**src/hw/rtl/hid_keyboard_report_builder_unit_defines.svh**
```systemverilog
// ----------------------------------------------------------------------------
// HID keyboard report builder: assertion macros
// Clocked on clk, disabled while rst_n is low.
// ----------------------------------------------------------------------------
`ifndef HID_KEYBOARD_REPORT_BUILDER_UNIT_DEFINES_SVH
`define HID_KEYBOARD_REPORT_BUILDER_UNIT_DEFINES_SVH

`ifndef NO_ASSERTIONS
`define HKRB_ASSERT(lbl, prop, msg) \
  lbl: assert property (@(posedge clk) disable iff (!rst_n) prop) else $error(msg);
`define HKRB_NEVER(lbl, expr, msg) \
  lbl: assert property (@(posedge clk) disable iff (!rst_n) !(expr)) else $error(msg);
`else
`define HKRB_ASSERT(lbl, prop, msg)
`define HKRB_NEVER(lbl, expr, msg)
`endif

`endif

```
**src/hw/rtl/hkrb_pkg.sv**
```systemverilog
// ----------------------------------------------------------------------------
// HID keyboard report builder: shared types and constants
// Event and report byte layouts, op codes, decoded command format.
// ----------------------------------------------------------------------------
package hkrb_pkg;

  localparam int KEY_SLOT_COUNT = 6;
  localparam int HEADER_LEN     = 3;
  localparam int REPORT_LEN     = HEADER_LEN + KEY_SLOT_COUNT;
  localparam int CNT_W          = $clog2(REPORT_LEN);
  localparam int SLOT_W         = (KEY_SLOT_COUNT > 1) ? $clog2(KEY_SLOT_COUNT) : 1;
  localparam int IDX_W          = 4;
  localparam int QDEPTH         = 2;
  localparam int QPTR_W         = $clog2(QDEPTH);
  localparam int QCNT_W         = $clog2(QDEPTH + 1);

  localparam logic [7:0] REPORT_ID_RST = 8'h01;

  localparam logic [1:0] OP_MOD     = 2'd0;
  localparam logic [1:0] OP_KEY     = 2'd1;
  localparam logic [1:0] OP_REL_ALL = 2'd2;

  typedef struct packed {
    logic [1:0] op;
    logic       pressed;
    logic [7:0] code;
  } in_item_t;

  typedef struct packed {
    logic [7:0]       report_byte;
    logic [IDX_W-1:0] byte_index;
    logic             last;
  } out_item_t;

  typedef enum logic [2:0] {
    CMD_NOP       = 3'd0,
    CMD_MOD_SET   = 3'd1,
    CMD_MOD_CLR   = 3'd2,
    CMD_KEY_PRESS = 3'd3,
    CMD_KEY_REL   = 3'd4,
    CMD_CLR_ALL   = 3'd5
  } cmd_kind_t;

  typedef struct packed {
    cmd_kind_t  kind;
    logic [7:0] code;
  } cmd_t;

  typedef struct packed {
    logic full;
    logic empty;
  } q_status_t;

endpackage

```
**src/hw/rtl/hkrb_front.sv**
```systemverilog
// ----------------------------------------------------------------------------
// HID keyboard report builder: front end
// Accepts events and decodes them into commands for the queue.
// ----------------------------------------------------------------------------
module hkrb_front import hkrb_pkg::*; (
  input  logic      start,
  output logic      busy,
  input  in_item_t  in_item,
  input  q_status_t q_status,
  output logic      q_push,
  output cmd_t      q_cmd
);

  assign busy   = q_status.full;
  assign q_push = start && !q_status.full;

  always_comb begin
    q_cmd.code = in_item.code;
    unique case (in_item.op)
      OP_MOD:     q_cmd.kind = in_item.pressed ? CMD_MOD_SET : CMD_MOD_CLR;
      OP_KEY:     q_cmd.kind = in_item.pressed ? CMD_KEY_PRESS : CMD_KEY_REL;
      OP_REL_ALL: q_cmd.kind = CMD_CLR_ALL;
      default:    q_cmd.kind = CMD_NOP;
    endcase
  end

endmodule

```
**src/hw/rtl/hkrb_queue.sv**
```systemverilog
// ----------------------------------------------------------------------------
// HID keyboard report builder: command queue
// Small FIFO between the front end and the report engine.
// ----------------------------------------------------------------------------
`include "hid_keyboard_report_builder_unit_defines.svh"

module hkrb_queue import hkrb_pkg::*; (
  input  logic      clk,
  input  logic      rst_n,
  input  logic      push,
  input  cmd_t      push_cmd,
  input  logic      pop,
  output cmd_t      head_cmd,
  output q_status_t status
);

  cmd_t              mem [QDEPTH];
  logic [QPTR_W-1:0] wr_ptr_r, wr_ptr_nxt;
  logic [QPTR_W-1:0] rd_ptr_r, rd_ptr_nxt;
  logic [QCNT_W-1:0] cnt_r, cnt_nxt;

  assign status.full  = (cnt_r == QCNT_W'(QDEPTH));
  assign status.empty = (cnt_r == '0);
  assign head_cmd     = mem[rd_ptr_r];

  always_comb begin
    wr_ptr_nxt = push ? wr_ptr_r + 1'b1 : wr_ptr_r;
    rd_ptr_nxt = pop ? rd_ptr_r + 1'b1 : rd_ptr_r;
    cnt_nxt    = cnt_r;
    if (push && !pop) begin
      cnt_nxt = cnt_r + 1'b1;
    end else if (pop && !push) begin
      cnt_nxt = cnt_r - 1'b1;
    end
  end

  always_ff @(posedge clk) begin
    if (!rst_n) begin
      wr_ptr_r <= '0;
      rd_ptr_r <= '0;
      cnt_r    <= '0;
    end else begin
      wr_ptr_r <= wr_ptr_nxt;
      rd_ptr_r <= rd_ptr_nxt;
      cnt_r    <= cnt_nxt;
    end
  end

  always_ff @(posedge clk) begin
    if (push) begin
      mem[wr_ptr_r] <= push_cmd;
    end
  end

  `HKRB_NEVER(a_q_overflow, push && status.full, "queue push while full")
  `HKRB_NEVER(a_q_underflow, pop && status.empty, "queue pop while empty")
  `HKRB_NEVER(a_q_count, cnt_r > QCNT_W'(QDEPTH), "queue count out of range")

endmodule

```
**src/hw/rtl/hkrb_back.sv**
```systemverilog
// ----------------------------------------------------------------------------
// HID keyboard report builder: report engine
// Applies one command to the report state, then streams the report bytes.
// ----------------------------------------------------------------------------
`include "hid_keyboard_report_builder_unit_defines.svh"

module hkrb_back import hkrb_pkg::*; (
  input  logic      clk,
  input  logic      rst_n,
  input  logic      cfg_we,
  input  logic [7:0] cfg_wdata,
  input  q_status_t q_status,
  input  cmd_t      head_cmd,
  output logic      q_pop,
  output logic      out_valid,
  output out_item_t out_item
);

  typedef enum logic [1:0] {
    ST_IDLE = 2'b01,
    ST_EMIT = 2'b10
  } state_t;

  state_t           state_r, state_nxt;
  logic [CNT_W-1:0] cnt_r, cnt_nxt;
  logic [7:0]       report_id_r;
  logic [7:0]       mod_r, mod_nxt;
  logic [7:0]       slots_r   [KEY_SLOT_COUNT];
  logic [7:0]       slots_nxt [KEY_SLOT_COUNT];
  logic             out_valid_r;
  out_item_t        out_item_r, out_item_nxt;

  logic [KEY_SLOT_COUNT-1:0] hit_empty, hit_match;
  logic                      found_empty, found_match;
  logic                      last_byte;
  logic [SLOT_W-1:0]         slot_sel;

  assign last_byte = (cnt_r == CNT_W'(REPORT_LEN - 1));
  assign slot_sel  = SLOT_W'(cnt_r - CNT_W'(HEADER_LEN));

  // lowest empty slot and lowest slot holding the code
  always_comb begin
    hit_empty   = '0;
    hit_match   = '0;
    found_empty = 1'b0;
    found_match = 1'b0;
    for (int i = 0; i < KEY_SLOT_COUNT; i++) begin
      if (!found_empty && slots_r[i] == 8'h00) begin
        hit_empty[i] = 1'b1;
        found_empty  = 1'b1;
      end
      if (!found_match && slots_r[i] == head_cmd.code) begin
        hit_match[i] = 1'b1;
        found_match  = 1'b1;
      end
    end
  end

  always_comb begin
    mod_nxt = mod_r;
    for (int i = 0; i < KEY_SLOT_COUNT; i++) begin
      slots_nxt[i] = slots_r[i];
    end
    unique case (head_cmd.kind)
      CMD_MOD_SET: mod_nxt = mod_r | head_cmd.code;
      CMD_MOD_CLR: mod_nxt = mod_r & ~head_cmd.code;
      CMD_KEY_PRESS: begin
        for (int i = 0; i < KEY_SLOT_COUNT; i++) begin
          if (hit_empty[i]) begin
            slots_nxt[i] = head_cmd.code;
          end
        end
      end
      CMD_KEY_REL: begin
        for (int i = 0; i < KEY_SLOT_COUNT; i++) begin
          if (hit_match[i]) begin
            slots_nxt[i] = 8'h00;
          end
        end
      end
      CMD_CLR_ALL: begin
        mod_nxt = 8'h00;
        for (int i = 0; i < KEY_SLOT_COUNT; i++) begin
          slots_nxt[i] = 8'h00;
        end
      end
      default: ;
    endcase
  end

  always_comb begin
    state_nxt = state_r;
    cnt_nxt   = cnt_r;
    q_pop     = 1'b0;
    unique case (state_r)
      ST_IDLE: begin
        if (!q_status.empty) begin
          q_pop     = 1'b1;
          cnt_nxt   = '0;
          state_nxt = ST_EMIT;
        end
      end
      ST_EMIT: begin
        if (last_byte) begin
          cnt_nxt = '0;
          if (!q_status.empty) begin
            q_pop = 1'b1;
          end else begin
            state_nxt = ST_IDLE;
          end
        end else begin
          cnt_nxt = cnt_r + 1'b1;
        end
      end
      default: state_nxt = ST_IDLE;
    endcase
  end

  always_comb begin
    out_item_nxt.byte_index = IDX_W'(cnt_r);
    out_item_nxt.last       = last_byte;
    case (cnt_r)
      CNT_W'(0): out_item_nxt.report_byte = report_id_r;
      CNT_W'(1): out_item_nxt.report_byte = mod_r;
      CNT_W'(2): out_item_nxt.report_byte = 8'h00;
      default:   out_item_nxt.report_byte = slots_r[slot_sel];
    endcase
  end

  always_ff @(posedge clk) begin
    if (!rst_n) begin
      state_r     <= ST_IDLE;
      cnt_r       <= '0;
      report_id_r <= REPORT_ID_RST;
      mod_r       <= 8'h00;
      out_valid_r <= 1'b0;
      for (int i = 0; i < KEY_SLOT_COUNT; i++) begin
        slots_r[i] <= 8'h00;
      end
    end else begin
      state_r     <= state_nxt;
      cnt_r       <= cnt_nxt;
      out_valid_r <= (state_r == ST_EMIT);
      if (cfg_we) begin
        report_id_r <= cfg_wdata;
      end
      if (q_pop) begin
        mod_r <= mod_nxt;
        for (int i = 0; i < KEY_SLOT_COUNT; i++) begin
          slots_r[i] <= slots_nxt[i];
        end
      end
    end
  end

  always_ff @(posedge clk) begin
    out_item_r <= out_item_nxt;
  end

  assign out_valid = out_valid_r;
  assign out_item  = out_item_r;

  `HKRB_ASSERT(a_last_pos, out_valid_r && out_item_r.last |-> out_item_r.byte_index == IDX_W'(REPORT_LEN - 1), "last flag off the final byte")
  `HKRB_ASSERT(a_emit_strobe, state_r == ST_EMIT |=> out_valid_r, "emit cycle without strobe")
  `HKRB_NEVER(a_pop_mid_report, q_pop && state_r == ST_EMIT && !last_byte, "update during report")

endmodule

```
**src/hw/rtl/hid_keyboard_report_builder_unit.sv**
```systemverilog
// ----------------------------------------------------------------------------
// HID keyboard report builder (boot keyboard, six-key rollover)
// Keeps the modifier byte and key slots and emits a nine-byte report per event.
// ----------------------------------------------------------------------------
// Each accepted event produces nine report bytes (report id, modifiers, zero,
// six key slots) on out_valid back to back, byte 0 first. The byte serializer
// limits the sustained event rate; the state update of the next event overlaps
// the last byte of the current one. A two-entry command queue takes events
// while a report streams; busy is high only while it is full. Results cannot
// be stalled. Write cfg_wdata only while idle.
// ----------------------------------------------------------------------------
module hid_keyboard_report_builder_unit import hkrb_pkg::*; (
  input  logic       clk,
  input  logic       rst_n,
  input  logic       start,
  output logic       busy,
  input  in_item_t   in_item,
  input  logic       cfg_we,
  input  logic [7:0] cfg_wdata,
  output logic       out_valid,
  output out_item_t  out_item
);

  q_status_t q_status;
  logic      q_push;
  logic      q_pop;
  cmd_t      push_cmd;
  cmd_t      head_cmd;

  hkrb_front u_front (
    .start    (start),
    .busy     (busy),
    .in_item  (in_item),
    .q_status (q_status),
    .q_push   (q_push),
    .q_cmd    (push_cmd)
  );

  hkrb_queue u_queue (
    .clk      (clk),
    .rst_n    (rst_n),
    .push     (q_push),
    .push_cmd (push_cmd),
    .pop      (q_pop),
    .head_cmd (head_cmd),
    .status   (q_status)
  );

  hkrb_back u_back (
    .clk       (clk),
    .rst_n     (rst_n),
    .cfg_we    (cfg_we),
    .cfg_wdata (cfg_wdata),
    .q_status  (q_status),
    .head_cmd  (head_cmd),
    .q_pop     (q_pop),
    .out_valid (out_valid),
    .out_item  (out_item)
  );

endmodule
```
**config.mk**
```make
export PLATFORM = sky130hd
export DESIGN_NAME = hid_keyboard_report_builder_unit
export DESIGN_NICKNAME = d
export VERILOG_FILES = /design/src/hw/rtl/hkrb_pkg.sv /design/src/hw/rtl/hkrb_front.sv /design/src/hw/rtl/hkrb_queue.sv /design/src/hw/rtl/hkrb_back.sv /design/src/hw/rtl/hid_keyboard_report_builder_unit.sv
export VERILOG_INCLUDE_DIRS = /design/src /design/src/hw/rtl
export SDC_FILE = /design/constraint.sdc
export NUM_CORES = 1
export LEC_CHECK = 0
export BUFFER_PORTS_ARGS = -buffer_cell sky130_fd_sc_hd__clkbuf_2
export CORE_MARGIN = 2
export CORE_UTILIZATION = 51
export CTS_CLUSTER_DIAMETER = 100
export DETAILED_ROUTE_END_ITERATION = 16
export PLACE_DENSITY = 0.69
export SLEW_MARGIN = 25
export SYNTH_ARGS = -nofsm -noshare
export SYNTH_HDL_FRONTEND = slang
export SYNTH_SLANG_ARGS = --single-unit
```
**constraint.sdc**
```tcl
create_clock -name clk -period 3.9 [get_ports clk]
set_input_delay 0.195 -clock clk [delete_from_list [all_inputs] [get_ports clk]]
set_output_delay 0.195 -clock clk [all_outputs]
set_load 0.03 [all_outputs]
```
# After elaboration in Yosys (flattened, before gate mapping)
# Memory sizes are Yosys's and may differ from the RTL's. A register that Yosys moved wholly into a read port is not among the register bits.
# Cells that the tools add are included.
[op_classes] n_reduce_logical=41 addsub=6 bitwise=9 eq_ne=22 mux=64
[ops] op="$mux 8" n=18
[ops] op="$pmux 48 s3" n=1
[ops] op="$eq 8x8->1" n=6
[ops] op="$logic_not 8->1" n=6
[ops] op="$pmux 8 s3" n=2
[ops] op="$mux 1" n=30
[ops] op="$logic_and 1x1->1" n=13
[ops] op="$logic_not 1->1" n=13
[ops] op="$mux 2" n=6
[ops] op="$pmux 3 s3" n=1
[ops] op="$and 8x8->8" n=1
[ops] op="$mux 4" n=2
[ops] op="$not 8->8" n=1
[ops] op="$or 8x8->8" n=1
[ops] op="$pmux 4 s2" n=1
[ops] op="$eq 2x2->1 const B" n=3
[ops] op="$eq 3x2->1 const B" n=2
[ops] op="$eq 3x3->1 const B" n=2
[ops] op="$or 1x1->1" n=6
[ops] op="$add 4x1->4 const B" n=1
[ops] op="$eq 2x1->1 const B" n=2
[ops] op="$eq 4x1->1 const B" n=1
[ops] op="$eq 4x2->1 const B" n=1
[ops] op="$eq 4x4->1 const B" n=1
[ops] op="other kinds (16)" n=21
[totals] mem_bits_rw=70 input_bits=23 n_memories=2 wordCells=155 register_bits=40
[memory_table] memory="u_back.slots_r" depth=6 width=8 read_ports=7 rd_ports_with_merged_regs=0 write_ports=6 line="hkrb_back.sv:28" source="logic [7:0] slots_r [KEY_SLOT_COUNT];"
[memory_table] memory="u_queue.mem" depth=2 width=11 read_ports=1 rd_ports_with_merged_regs=1 write_ports=1 line="hkrb_queue.sv:17" source="cmd_t mem [QDEPTH];"

# Longest topological paths before layout
# An unclocked memory read counts as a cell.
[depth] depth_word=21 ltp_mapped=11

# Modules after synthesis
# A second synthesis with hierarchy kept.
[unflattened] hier_cells=454 hier_area_um2=5417.7
[by_module_without_submodules] module="hkrb_back" cells_per_inst=381 area_each_um2=4292.9 instances=1
[by_module_without_submodules] module="hkrb_queue" cells_per_inst=56 area_each_um2=1008.5 instances=1
[by_module_without_submodules] module="hkrb_front" cells_per_inst=17 area_each_um2=116.4 instances=1

# Worst setup path after synthesis
# Ideal clock, no wire load.
[synth_timing] path_type="flip-flop to flip-flop" from="register u_back.cnt_r[0]" to="memory u_back.slots_r[5][0], enable pin" arrival_time_ns=2.932 slack_ns=0.582 required_ns=3.514 path_buffers=2 path_stages_with_launch=11 path_cell_list="dfxtp_1 > buf_1 > buf_2 > inv_1 > ha_1 > nand4b_1 > a211oi_2 > o21ai_0 > and2_1 > nand2b_1 > a211oi_1"
[synth_lines] item="start, declared" line="hkrb_back.sv:25" source="logic [CNT_W-1:0] cnt_r, cnt_nxt;"
[synth_lines] item="start signal, assigned" line="hkrb_back.sv:142" source="cnt_r <= cnt_nxt;"
[synth_lines] item="end, declared" line="hkrb_back.sv:28"

==> run_results.csv <==
group,metric,value,unit
run_status,status,"finished clean",
pwr,p_leak,2.18,nW
floorplan,dieHeight,107,microns
timing,fin_crit_sh,75.2,%
timing,layout_min_cycle_time,2.93,ns
setup_path,end_kind,"flop",
yosys,synth_area_leaders,"edfxtp_1, dfxtp_1, xnor2_1",
pwr,p_per_area,595,nW/um^2
min_path,min_path_type,"in2reg",
yosys,synth_edf_count,70,
setup_path,cp_slowest_stage_delay,0.67,ns
clock_tree,clkSlewWorstSetupHoldPaths,0.09,ns
layout,finalNetCount,527,
setup_path,reg2reg_to,"u_back.slots_r[0][5]",
timing,worst_slew_pin_slew,0.854,ns
drt,vias,3612,
timing,drv_slew,0,
global_route,grt_overflow,0,
yosys,synth.distinct_cells,50,
timing,finalSetupViolations,0,
placement,portBuffers,37,
setup_path,start_kind,"flop",
setup_path,reg2reg_depth,7,
yosys,synth_top_area_cell,"edfxtp_1",
drt,avgRoutedWirePerCell,18.7,microns
clock_tree,cts_tree,"yes",
placement,dpl.hpwl,8740,microns
yosys,yosys-top-cells-count,"edfxtp_1, xnor2_1, dfxtp_1",
setup_path,cp_max_fo,15,
layout,synthToLayoutAreaGrowth,12.6,%
pwr,p_clk_share,18.7,%
pwr,power_frac_seq,46.8,%
drt,vias_per_cell,5.66,
floorplan,die_width,107,microns
drt,drt-pass1-iter-count,5,
placement,dp_worst_setup_slack,1.01,ns
pwr,p_comb_share,34.5,%
clock_tree,cts_hold_buf,5,
clock_tree,clk_path_buf_depth,2,
timing,slew_headroom,43.0,%
global_route,track_usage,22.4,%
setup_path,crit_path_end,"u_back.slots_r[0][5]",
yosys,yosys.area.top_type_share,39.1,%
pwr,p_sw,0.00124,W
clock_tree,cts_buffers,9,
floorplan,start_util,52.4,%
setup_path,crit_slowest_cell,"a221oi_2",
pwr,vdd_drop_max,0.000343,V
setup_path,crit_cells,7,
setup_path,cp_num_buf_inv,2,
yosys,yosysMostFrequentCell,"edfxtp_1",
yosys,ys_seq_area_share,54.3,%
timing,fmaxAchievable,341,MHz
timing,fin_skew,0.0132,ns
yosys,ys.warnings.count,0,
clock_tree,clock_sinks,111,
global_route,grt_pass1_vias,3514,
yosys,async_flop_share,0,%
clock_tree,cts-root-buf,"clkbuf_8",
layout,num_antenna_cells,0,
setup_path,crit_type,"reg2reg",
clock_tree,clk-insertion-delay-late,0.38,ns
placement,gp_congestion,0.943,
setup_path,path_cells,"buf_12 -> mux2i_4 -> xnor2_1 -> nor4_1 -> nand2_2 -> buf_4 -> a221oi_2",
yosys,synthCells,442,
global_route,antenna_found_initial,0,
pwr,p_int,0.00236,W
floorplan,io_pins,38,
global_route,grt_max_degree,33,
clock_tree,cts_resized,0,
drt,drc,0,
yosys,synth_nets,472,
setup_path,rrSetupSlack,0.97,ns
setup_path,critPathTopFamily,"compound AO/OA/AOI/OAI gates",
drt,routed_wl,11900,microns
layout,fill_cells,856,
floorplan,rows,37,
layout,final_core_util,58.9,%
yosys,avgSynthCellArea,12.2,sq um
timing,fin_ws,0.968,ns
yosys,synth_flop_cell,"edfxtp_1",
pwr,netSwitchingFraction,34.5,%
clock_tree,cts_setup_buffers,0,
timing,hold_viol,0,
yosys,netlist_area,5380,sq um
timing,setup_tns,0,ns
layout,layout-drive-gt1-share,19.1,%
clock_tree,h-tree-depth,3,
timing,rsz0062_at_grt,"no",
drt,ant_nets,0,
floorplan,dieArea,11400,sq um
setup_path,crit_arrival,2.94,ns
run,max_cap_violations,0,
drt,drtIter0Drc,294,
yosys,ys_ff_latch,111,
floorplan,core,10300,sq um
setup_path,cp.required,3.91,ns
global_route,grt_pass1_wl,18900,microns
## layer usage
| layer | GRT usage (%) | routed length [microns] | share of wire, % | vias up |
|---|---|---|---|---|
| li1 | - | - | - | 1731 |
| met4 | 9.09 | 314 | 2.6 | 0 |
| met2 | 35.2 | 5560 | 47 | 120 |
| met3 | 5.23 | 682 | 5.7 | 26 |
| met1 | 30.0 | 5380 | 45 | 1735 |
| met5 | 0 | 0 | 0 | - |
## cell type report
class / count / area [sq um] / area share, %
flip-flops and latches: 111 / 2920 / 48.3
multi-input cells: 297 / 2330 / 38.4
repair buffers: 58 / 368 / 6.07
clock buffers: 14 / 184 / 3.04
well taps: 136 / 170 / 2.81
inverters: 20 / 75.1 / 1.24
clock inverters: 2 / 11.3 / 0.186
## how the worst min path moves through the flow
stage                     from                 to  slack (ns)  depth (start not counted)
global placement    in_item[2]  u_queue.mem[1][2]        0.39                          1
global route        in_item[3]  u_queue.mem[1][3]       0.002                          1
floorplan           in_item[0]  u_queue.mem[0][0]        0.29                          0
detailed placement  in_item[2]  u_queue.mem[0][2]        0.39                          1
finish              in_item[3]  u_queue.mem[1][3]        0.02                          1
CTS                 in_item[3]  u_queue.mem[1][3]       0.002                          1
## registers in the layout, indices dropped and copies added (netlist names), named ones only
| signal | count |
|---|---|
| u_queue.mem | 22 |
| u_queue.cnt_r | 2 |
| u_back.mod_r | 8 |
| u_back.out_valid | 1 |
| u_back.slots_r | 48 |
| u_back.state_r | 2 |
| u_queue.wr_ptr_r | 1 |
| u_back.out_item | 13 |
| u_back.cnt_r | 4 |
| u_queue.rd_ptr_r | 1 |
| u_back.report_id_r | 8 |
## logic make-up after synthesis
kind of cell | count (synthesis) | synth area share [%]
AOI/OAI and AO/OA | 73 | 9.09
xor gates and xnor gates | 53 | 8.63
adders and majority gates | 7 | 1.63
buffers and inverters | 34 | 2.84
DFF | 111 | 54.3
muxes | 34 | 10.1
and+or+nand+nor | 130 | 13.4
## power groups by stage
| stage | Sequential (W) | Combinational (W) | Clock [W] |
|---|---|---|---|
| 3_5_place_dp | 0.00171 | 0.00123 | 0 |
| 5_1_grt | 0.00171 | 0.00136 | 0.000744 |
| 3_3_place_gp | 0.00171 | 0.00121 | 0 |
| 2_1_floorplan | 0.00166 | 0.000921 | 0 |
| 6_report | 0.00169 | 0.00124 | 0.000673 |
| 4_1_cts | 0.00168 | 0.00124 | 0.000692 |
## through the flow
step / hold WS (ns) / instances / total power (W) / instance area, sq um
floorplan: 0.294 / 442 / 0.00259 / 5380
global placement: 0.385 / 617 / 0.00292 / 5790
detailed placement: 0.387 / 617 / 0.00294 / 5800
CTS: 0.00175 / 638 / 0.00361 / 6040
global route: 0.00206 / 638 / 0.00381 / 6060
finish: 0.0219 / 638 / 0.00360 / 6060
## cells in the final DEF, fill, tap and decap left out, drive strengths merged, types with 2 or more instances in the layout
master       synthesis  routed
nand3b               3       3
nand2               26      26
nand3                7       7
o21a                 2       2
a21boi               4       4
or3                  2       2
ha                   7       7
and2                 7       7
nand4b               3       3
buf                  4      16
dlygate4sd3          0       5
nor2                26      26
a21oi                3       3
nor2b               16      16
nor3b                2       2
a22oi               18      18
xor2                 3       3
nor3                 2       2
mux2i               25      25
nor4                25      25
a211oi               2       2
inv                 20      21
nand2b               3       3
edfxtp              70      70
clkbuf              10      51
dfxtp               41      41
mux4                 8       8
o21ai               34      34
nand4                4       4
xnor2               50      50
a221oi               3       3
and3                 2       2
a31oi                2       2
No activity file was read; power rests on OpenSTA's default activity.
